<file path="config.mk">
export PLATFORM = sky130hd
export DESIGN_NAME = sorted_priority_queue_flat
export DESIGN_NICKNAME = d
export VERILOG_FILES = /design/src/sv/spq_pkg.sv /design/src/sv/spq_req_if.sv /design/src/sv/spq_rsp_if.sv /design/src/sv/sorted_priority_queue.sv /design/src/sv/spq_ctrl.sv /design/src/sv/spq_dpath.sv /design/src/flat_wrapper.sv
export SDC_FILE = /design/constraint.sdc
export NUM_CORES = 2
export LEC_CHECK = 0
export BUFFER_PORTS_ARGS = -buffer_cell sky130_fd_sc_hd__buf_4
export CAP_MARGIN = 20
export CORE_ASPECT_RATIO = 0.8
export CORE_MARGIN = 4
export CORE_UTILIZATION = 48
export CTS_BUF_LIST = sky130_fd_sc_hd__clkbuf_16
export DETAILED_ROUTE_END_ITERATION = 6
export SETUP_SLACK_MARGIN = 0.4
export SLEW_MARGIN = 5
export SYNTH_ARGS = -nofsm -noshare
export SYNTH_HDL_FRONTEND = slang
export SYNTH_SLANG_ARGS = --single-unit
</file>
<file path="constraint.sdc">
create_clock -name clk_i -period 14.15 [get_ports clk_i]
set_input_delay 2.83 -clock clk_i [delete_from_list [all_inputs] [get_ports clk_i]]
set_output_delay 2.83 -clock clk_i [all_outputs]
set_load 0.1 [all_outputs]
</file>
<file path="src/sv/spq_pkg.sv">
package spq_pkg;

  localparam int CAPACITY = 16;
  localparam int KEY_BITS = 16;
  localparam int ID_BITS  = 16;
  localparam int CNT_W    = $clog2(CAPACITY + 1);

  typedef enum logic [1:0] {
    KIND_INSERT  = 2'd0,
    KIND_EXTRACT = 2'd1,
    KIND_CHANGE  = 2'd2
  } kind_e;

  typedef enum logic [1:0] {
    ST_OK    = 2'd0,
    ST_EMPTY = 2'd1,
    ST_FULL  = 2'd2
  } status_e;

  typedef enum logic [1:0] {
    S_IDLE,
    S_EXEC,
    S_PLACE
  } state_e;

  typedef struct packed {
    logic [1:0]  kind;
    logic [15:0] item_id;
    logic [15:0] item_key;
  } req_t;

  typedef struct packed {
    logic [1:0]  status;
    logic [15:0] taken_id;
    logic [15:0] taken_key;
    logic [15:0] head_id;
    logic [15:0] head_key;
    logic [4:0]  entry_count;
  } rsp_t;

  typedef struct packed {
    logic [ID_BITS-1:0]  id;
    logic [KEY_BITS-1:0] key;
  } entry_t;

  typedef struct packed {
    logic latch;
    logic remove_head;
    logic remove_match;
    logic place;
    logic set_empty;
    logic finish;
  } cmd_t;

  typedef struct packed {
    logic [1:0] kind;
    logic       empty;
  } sts_t;

endpackage

</file>
<file path="src/sv/spq_req_if.sv">
interface spq_req_if;
  logic          valid;
  logic          ready;
  spq_pkg::req_t data;

  modport source (output valid, output data, input ready);
  modport sink (input valid, input data, output ready);
endinterface

</file>
<file path="src/sv/spq_rsp_if.sv">
interface spq_rsp_if;
  logic          valid;
  logic          ready;
  spq_pkg::rsp_t data;

  modport source (output valid, output data, input ready);
  modport sink (input valid, input data, output ready);
endinterface

</file>
<file path="src/sv/sorted_priority_queue.sv">
// channel  dir  transaction fields
// req_i    in   kind, item_id, item_key
// rsp_o    out  status, taken_id, taken_key, head_id, head_key, entry_count
//
// Insert, extract and empty/unknown requests go through accept and execute;
// change goes through accept, remove and place. All entries are compared and
// shifted in parallel by the register array. One request is in flight at a
// time; a new one is accepted only once the previous response is taken, at the
// earliest in the same cycle, so a stalled response holds off the request side.
// Reset clears the entry count; entry storage is not cleared.
module sorted_priority_queue (
  input logic       clk_i,
  input logic       rst_ni,
  spq_req_if.sink   req_i,
  spq_rsp_if.source rsp_o
);

  spq_pkg::cmd_t cmd;
  spq_pkg::sts_t sts;

  spq_ctrl u_ctrl (
    .clk_i       (clk_i),
    .rst_ni      (rst_ni),
    .req_valid_i (req_i.valid),
    .req_ready_o (req_i.ready),
    .rsp_valid_o (rsp_o.valid),
    .rsp_ready_i (rsp_o.ready),
    .sts_i       (sts),
    .cmd_o       (cmd)
  );

  spq_dpath u_dpath (
    .clk_i  (clk_i),
    .rst_ni (rst_ni),
    .cmd_i  (cmd),
    .req_i  (req_i.data),
    .sts_o  (sts),
    .rsp_o  (rsp_o.data)
  );

endmodule

</file>
<file path="src/sv/spq_ctrl.sv">
module spq_ctrl (
  input  logic              clk_i,
  input  logic              rst_ni,
  input  logic              req_valid_i,
  output logic              req_ready_o,
  output logic              rsp_valid_o,
  input  logic              rsp_ready_i,
  input  spq_pkg::sts_t     sts_i,
  output spq_pkg::cmd_t     cmd_o
);

  spq_pkg::state_e state_q, state_d;
  logic            rsp_valid_q, rsp_valid_d;

  always_ff @(posedge clk_i or negedge rst_ni) begin
    if (!rst_ni) begin
      state_q     <= spq_pkg::S_IDLE;
      rsp_valid_q <= 1'b0;
    end else begin
      state_q     <= state_d;
      rsp_valid_q <= rsp_valid_d;
    end
  end

  always_comb begin
    state_d     = state_q;
    cmd_o       = '0;
    req_ready_o = 1'b0;
    unique case (state_q)
      spq_pkg::S_IDLE: begin
        req_ready_o = !rsp_valid_q || rsp_ready_i;
        if (req_valid_i && req_ready_o) begin
          cmd_o.latch = 1'b1;
          state_d     = spq_pkg::S_EXEC;
        end
      end
      spq_pkg::S_EXEC: begin
        cmd_o.finish = 1'b1;
        state_d      = spq_pkg::S_IDLE;
        unique case (sts_i.kind)
          spq_pkg::KIND_INSERT: begin
            cmd_o.place = 1'b1;
          end
          spq_pkg::KIND_EXTRACT: begin
            cmd_o.set_empty   = sts_i.empty;
            cmd_o.remove_head = !sts_i.empty;
          end
          spq_pkg::KIND_CHANGE: begin
            if (sts_i.empty) begin
              cmd_o.set_empty = 1'b1;
            end else begin
              cmd_o.finish       = 1'b0;
              cmd_o.remove_match = 1'b1;
              state_d            = spq_pkg::S_PLACE;
            end
          end
          default: ;
        endcase
      end
      spq_pkg::S_PLACE: begin
        cmd_o.place  = 1'b1;
        cmd_o.finish = 1'b1;
        state_d      = spq_pkg::S_IDLE;
      end
      default: state_d = spq_pkg::S_IDLE;
    endcase
  end

  always_comb begin
    rsp_valid_d = rsp_valid_q;
    if (rsp_valid_q && rsp_ready_i) rsp_valid_d = 1'b0;
    if (cmd_o.finish) rsp_valid_d = 1'b1;
  end

  assign rsp_valid_o = rsp_valid_q;

endmodule

</file>
<file path="src/sv/spq_dpath.sv">
module spq_dpath (
  input  logic          clk_i,
  input  logic          rst_ni,
  input  spq_pkg::cmd_t cmd_i,
  input  spq_pkg::req_t req_i,
  output spq_pkg::sts_t sts_o,
  output spq_pkg::rsp_t rsp_o
);

  localparam int CapW = spq_pkg::CNT_W;

  spq_pkg::entry_t ent_q [spq_pkg::CAPACITY];
  spq_pkg::entry_t ent_d [spq_pkg::CAPACITY];
  logic [CapW-1:0] cnt_q, cnt_d;

  logic [1:0]                   kind_q;
  logic [spq_pkg::ID_BITS-1:0]  id_q;
  logic [spq_pkg::KEY_BITS-1:0] key_q;
  spq_pkg::status_e             status_q, status_d;
  spq_pkg::entry_t              taken_q, taken_d;
  spq_pkg::rsp_t                rsp_q;

  logic [spq_pkg::CAPACITY-1:0] live, match, shift_up, gt;
  logic                         any_match, full;

  always_comb begin
    logic run;
    run = 1'b0;
    for (int i = 0; i < spq_pkg::CAPACITY; i++) begin
      live[i]     = CapW'(i) < cnt_q;
      match[i]    = live[i] && (ent_q[i].id == id_q);
      run         = run || match[i];
      shift_up[i] = run;
      gt[i]       = live[i] && (ent_q[i].key > key_q);
    end
    any_match = run;
  end

  assign full = (cnt_q == CapW'(spq_pkg::CAPACITY));

  always_comb begin
    ent_d    = ent_q;
    cnt_d    = cnt_q;
    status_d = status_q;
    taken_d  = taken_q;
    if (cmd_i.latch) begin
      status_d = spq_pkg::ST_OK;
      taken_d  = '0;
    end
    if (cmd_i.set_empty) status_d = spq_pkg::ST_EMPTY;
    if (cmd_i.remove_head || cmd_i.remove_match) begin
      for (int i = 0; i < spq_pkg::CAPACITY - 1; i++) begin
        if (cmd_i.remove_head || shift_up[i]) ent_d[i] = ent_q[i+1];
      end
      if (cmd_i.remove_head) begin
        taken_d = ent_q[0];
        cnt_d   = cnt_q - CapW'(1);
      end else if (any_match) begin
        cnt_d = cnt_q - CapW'(1);
      end
    end else if (cmd_i.place) begin
      if (full) begin
        status_d = spq_pkg::ST_FULL;
      end else begin
        if (!gt[0]) begin
          ent_d[0] = '{id: id_q, key: key_q};
        end
        for (int i = 1; i < spq_pkg::CAPACITY; i++) begin
          if (!gt[i]) begin
            if (gt[i-1]) begin
              ent_d[i] = '{id: id_q, key: key_q};
            end else begin
              ent_d[i] = ent_q[i-1];
            end
          end
        end
        cnt_d = cnt_q + CapW'(1);
      end
    end
  end

  always_ff @(posedge clk_i or negedge rst_ni) begin
    if (!rst_ni) begin
      cnt_q <= '0;
    end else begin
      cnt_q <= cnt_d;
    end
  end

  always_ff @(posedge clk_i) begin
    ent_q    <= ent_d;
    status_q <= status_d;
    taken_q  <= taken_d;
    if (cmd_i.latch) begin
      kind_q <= req_i.kind;
      id_q   <= spq_pkg::ID_BITS'(req_i.item_id);
      key_q  <= spq_pkg::KEY_BITS'(req_i.item_key);
    end
    if (cmd_i.finish) begin
      rsp_q.status      <= status_d;
      rsp_q.taken_id    <= 16'(taken_d.id);
      rsp_q.taken_key   <= 16'(taken_d.key);
      rsp_q.head_id     <= (cnt_d == '0) ? 16'd0 : 16'(ent_d[0].id);
      rsp_q.head_key    <= (cnt_d == '0) ? 16'd0 : 16'(ent_d[0].key);
      rsp_q.entry_count <= 5'(cnt_d);
    end
  end

  assign sts_o.kind  = kind_q;
  assign sts_o.empty = (cnt_q == '0);
  assign rsp_o       = rsp_q;

endmodule

</file>
<file path="src/flat_wrapper.sv">
// flat-port wrapper written by rule: the top's interface ports become plain ports
module sorted_priority_queue_flat 
  (clk_i, rst_ni, req_i_valid, req_i_data, req_i_ready, rsp_o_valid, rsp_o_data, rsp_o_ready);
  spq_req_if req_i_i ();
  spq_rsp_if rsp_o_i ();
  input logic clk_i;
  input logic rst_ni;
  input wire logic [$bits(req_i_i.valid)-1:0] req_i_valid;
  input wire logic [$bits(req_i_i.data)-1:0] req_i_data;
  output wire logic [$bits(req_i_i.ready)-1:0] req_i_ready;
  output wire logic [$bits(rsp_o_i.valid)-1:0] rsp_o_valid;
  output wire logic [$bits(rsp_o_i.data)-1:0] rsp_o_data;
  input wire logic [$bits(rsp_o_i.ready)-1:0] rsp_o_ready;
  assign req_i_i.valid = req_i_valid;
  assign req_i_i.data = req_i_data;
  assign req_i_ready = req_i_i.ready;
  assign rsp_o_valid = rsp_o_i.valid;
  assign rsp_o_data = rsp_o_i.data;
  assign rsp_o_i.ready = rsp_o_ready;
  sorted_priority_queue u_core (.clk_i(clk_i), .rst_ni(rst_ni), .req_i(req_i_i), .rsp_o(rsp_o_i));
endmodule
</file>
; Word-level counts from Yosys, hierarchy flattened
; Index checks and enable logic that the tools add are counted.
[word_totals]
register_bits = 659
out_inout_bits = 73
[classes]
magnitude_cmp = 32
n_bitwise = 3
n_mux = 82
n_reduce_logical = 89
eq_ne = 51
add_sub_neg = 2
[op_table]
columns = cell, count
row1 = two-way mux 32 bit, 49
row2 = two-way mux 512 bit, 2
row3 = two-way mux 480 bit, 1
row4 = equality test 16 bit, 16
row5 = greater-than comparator 16 bit, 16
row6 = AND reduction 4 bit, 15
row7 = "inequality test 2 x 1 -> 1 bit, second input constant", 29
row8 = "less-than comparator 4 x 5 -> 1 bit, first input constant", 8
row9 = logical AND 1 bit, 34
row10 = logical OR 1 bit, 32
row11 = two-way mux 5 bit, 5
row12 = "less-than comparator 3 x 5 -> 1 bit, first input constant", 4
row13 = two-way mux 2 bit, 9
row14 = two-way mux 1 bit, 12
row15 = zero test 5 bit, 2
row16 = "less-than comparator 1 x 5 -> 1 bit, first input constant", 2
row17 = "less-than comparator 2 x 5 -> 1 bit, first input constant", 2
row18 = one-hot mux 1 bit (2 select lines), 3
row19 = "adder 5 x 1 -> 5 bit, second input constant", 1
row20 = "equality test 5 bit, second input constant", 1
row21 = "subtractor 5 x 1 -> 5 bit, second input constant", 1
row22 = "equality test 2 x 1 -> 1 bit, second input constant", 2
row23 = "equality test 2 bit, second input constant", 2
row24 = zero test 2 bit, 2
row25 = 5 further kinds, 9

; Depth between registers and ports, before layout
[depth]
word_depth = 21
depth_mapped = 14
ltp_nobuf = 12

; Modules after synthesis
; A second synthesis with hierarchy kept.
[hier_totals]
hier_cells = 3618
area_unflattened_um2 = 39844.5
[by_module_without_submodules]
columns = mod, area_per_inst_um2, cells_per_inst, instances
row1 = spq_dpath, 39551.7, 3585, 1
row2 = spq_ctrl, 292.8, 33, 1

; Worst setup path after synthesis
; OpenSTA, ideal clock, no wires.
[synth_path]
kind = input -> output
from = input rsp_o_ready
to = output req_i_ready
t_required_ns = 11.320
cell_stages = 2
t_arrival_ns = 3.733
path_slack_ns = 7.587
cell_sequence = nand2b_1 -> and2_1
[synth_between]
elab_chain_cells = 2
[synth_rtl]
columns = item, line_no
row1 = "start, declared", flat_wrapper.sv:13  ; input wire logic [$bits(rsp_o_i.ready)-1:0] rsp_o_ready;
row2 = logical OR 1 bit, spq_ctrl.sv:31  ; req_ready_o = !rsp_valid_q || rsp_ready_i;
row3 = two-way mux 1 bit, spq_ctrl.sv:29  ; unique case (state_q)
row4 = "end, declared", flat_wrapper.sv:10  ; output wire logic [$bits(req_i_i.ready)-1:0] req_i_ready;
; Every way passes these cells.

; Final worst setup path
; Same ends and word-level chain as after synthesis.

==> flow_metrics.py <==
metrics = {
    "status": {
        "outcome": "completed",
    },
    "synth": {
        "syn_avg_cell_area_sq_um": 10.65,
        "yosys_warnings": 0,
        "synth_common_cells": "nand2_1 (607), edfxtp_1 (585), o21ai_0 (492)",
        "synth_top_area_frac": 0.4386,
        "synth_area_sq_mm": 0.04005,
        "synth.area.top_cells": "edfxtp_1 (44%), mux2i_1 (10%), ha_1 (8.3%), o21ai_0 (6.1%), nand2_1 (5.7%)",
        "synth-main-ff-cell": "edfxtp_1",
        "synth_nets": 4066,
        "synth_edf_count": 585,
        "yosysTopAreaCell": "edfxtp_1",
        "synth_cells": 3762,
        "ys_seq_elements": 659,
        "yosysUniqueCellTypes": 68,
        "async_flop_share": 0.01214,
        "seq_area_frac_synth": 0.4766,
        "synth_most_common_cell": "nand2_1",
    },
    "global_route": {
        "track_usage": 0.2483,
        "grt_max_degree": 220,
        "grt_use_met2": 0.3689,
        "grt_use_met3": 0.03370,
        "grt_use_met1": 0.3792,
        "grt_pass1_vias": 28660,
        "grt_pass1_wl_microns": 171900,
        "grt-busiest-layer": "met1",
        "gr-total-overflow": 0,
        "antenna_found_initial": 2,
    },
    "setup_path": {
        "crit_top_cell": "buf_4",
        "max_stage_delay_ns": 0.23,
        "startpoint": "rsp_o_ready",
        "required_ns": 11.32,
        "r2r_slack_ns": 8.69,
        "worst-path-max-fanout": 3,
        "critical_path_arrival_ns": 3.51,
        "r2r-start": "u_core.u_dpath.key_q[9]$_DFFE_PP_",
        "crit_slowest_cell": "buf_4",
        "endpoint_kind": "output port",
        "crit_family": "buffers and inverters",
        "start_kind": "input pin",
        "path_cells": "buf_4 > nand2b_1 > and2_1 > buf_4",
        "criticalPathCategory": "input pin to output port",
        "path_buf_inv": 2,
    },
    "power": {
        "powerDensity_mw_per_mm2": 236.8,
        "vdd_drop_max_mv": 0.2045,
        "power_leakage_uw": 0.01573,
    },
    "clock_tree": {
        "ctsResizeCount": 0,
        "clock_latency_ns": 0.63,
        "clockBufferDepth": 3,
        "cts_tree": "done",
        "cts_sinks": 659,
        "cts.htree.levels": 3,
        "postCtsSetupBuffers": 0,
        "cts_root_buf": "clkbuf_16",
        "clk_pin_slew_ns": 0.06,
        "cts_hold_buffers": 0,
        "numCtsBuffers": 74,
    },
    "route": {
        "vias": 29070,
        "drc": 0,
        "drtPass1Iterations": 6,
        "wl_per_cell_microns": 22.86,
        "wirelength_microns": 112000,
        "via_per_inst": 5.932,
        "drt_iter0_drc": 2878,
        "ant_nets": 0,
    },
    "worst_hold_path": {
        "hp-start": "u_core.u_dpath.taken_q[10]$_DFF_P_",
        "hp-class": "flip-flop to flip-flop",
    },
    "timing": {
        "fin_crit_ns": 6.335,
        "final_hold_viol_count": 0,
        "period_share": 0.4477,
        "finClkSkew_ns": 0.02274,
        "setup_viol": 0,
        "tns_ns": 0,
        "max_slew_margin": 0.06461,
        "rsz0062_at_grt": "no",
        "hold-worst-slack_ns": 0.4735,
        "drv_slew": 0,
        "worstMarginPinSlew_ns": 1.403,
        "fmax_mhz": 157.9,
    },
    "place": {
        "hpwlAfterDp_microns": 78100,
        "io_buffers": 110,
        "gp_congestion": 0.8511,
    },
    "flow_run": {
        "maxCapViolCount": 0,
    },
    "cells_and_area": {
        "nets": 4051,
        "layout-drive-gt1-share": 0.09929,
        "area_growth_pct": 10.50,
        "post-route-util": 0.5368,
        "n_antenna_cell": 0,
    },
    "floorplanning": {
        "initial_core_util": 0.4858,
        "std_cell_rows": 94,
        "die_w_microns": 331.0,
        "dieArea_sq_mm": 0.08815,
        "core-area_sq_mm": 0.08245,
        "fp.dieH_microns": 266.4,
        "ios": 111,
    },
}
## worst min-delay path, cell delays in order (launching register included)
cell,delay [ns]
dfxtp_1,0.30
nand2_1,0.04
o21ai_0,0.08
## flip-flops by register name (all words and copies together), names as in the netlist
register,count
u_core.u_dpath.rsp_o,71
u_core.u_dpath.id_q,16
u_core.u_dpath.status_q,2
u_core.u_ctrl.state_q,2
u_core.u_dpath.taken_q,32
u_core.u_dpath.key_q,16
u_core.u_dpath.ent_q,512
u_core.u_dpath.kind_q,2
u_core.u_ctrl.rsp_valid_o,1
u_core.u_dpath.cnt_q,5
## per-layer routing
metal	share of wire	vias up
met2	0.43	1028
li1	-	13800
met4	0.026	0
met3	0.066	163
met5	0	-
met1	0.48	14080
## area by class of cell
cell class	instances	area (sq um)
timing repair buffer	183	1459
inverter	53	198.9
tap	1104	1381
clock inverter	46	249.0
multi-input combinational	2776	19880
fill	7299	38190
clock buffer	80	2002
sequential	659	19090
## cells by family (layout without fill, tap and decap cells)
group / count (synthesis) / count (layout) / synth area share
and+or+nand+nor: 976 / 976 / 0.1115
AOI/OAI and AO/OA: 845 / 845 / 0.1280
DFF: 659 / 659 / 0.4766
muxes: 430 / 430 / 0.1084
buffers and inverters: 327 / 362 / 0.03574
adders and majority gates: 266 / 266 / 0.08310
xor gates and xnor gates: 259 / 259 / 0.05664
## where the power goes
group | switching [uW] | leakage, uW | internal (uW)
logic | 3060 | 0.00836 | 1640
registers | 703 | 0.00619 | 3240
clock network | 797 | 0.00118 | 1050
## cells in the final DEF (no fill, tap or decap), types with 5 or more instances in the layout
cell / synthesis / final
nand2_1: 607 / 606
edfxtp_1: 585 / 585
o21ai_0: 492 / 492
mux2i_1: 399 / 399
ha_1: 266 / 266
buf_4: 12 / 178
xor2_1: 138 / 137
xnor2_1: 121 / 121
nand4_1: 103 / 103
clkbuf_16: 0 / 80
inv_1: 53 / 73
dfxtp_1: 66 / 66
a21oi_1: 65 / 63
o21a_1: 61 / 60
nor4_1: 61 / 60
a21o_1: 58 / 58
nor2_1: 62 / 57
nor2b_1: 43 / 39
o211ai_1: 36 / 36
mux2_2: 31 / 31
and2_1: 24 / 21
a221o_1: 21 / 21
nor3_1: 20 / 20
a21boi_2: 20 / 20
nand3_1: 18 / 18
o22ai_1: 17 / 17
a22o_1: 16 / 16
nand2b_1: 14 / 14
clkinv_1: 0 / 14
a31oi_4: 0 / 11
a21boi_1: 10 / 10
dfrtp_1: 8 / 8
a31oi_1: 16 / 5
clkinv_2: 0 / 5
## metrics by stage
step	power [uW]	cell area (sq um)	worst slack, ns	instances
2_1_floorplan	7183	40050	7.587	3762
6_report	10480	44250	7.815	4901
3_5_place_dp	8610	41960	7.813	4773
5_1_grt	11090	44250	7.775	4901
4_1_cts	10470	44210	7.812	4899
3_3_place_gp	8508	41890	7.812	4770
## worst paths after layout
kind                       cells past startpoint                             endpoint
hold reg to reg                                2   u_core.u_dpath.taken_q[10]$_DFF_P_
hold / removal                                 2   u_core.u_dpath.taken_q[10]$_DFF_P_
setup reg to reg                              14  u_core.u_dpath.ent_q[462]$_DFFE_PP_
max in group asynchronous                      1    u_core.u_dpath.cnt_q[1]$_DFF_PN0_
min in group asynchronous                      1    u_core.u_dpath.cnt_q[3]$_DFF_PN0_
setup / recovery                               4                          req_i_ready
No activity file was read; power rests on OpenSTA's default activity.
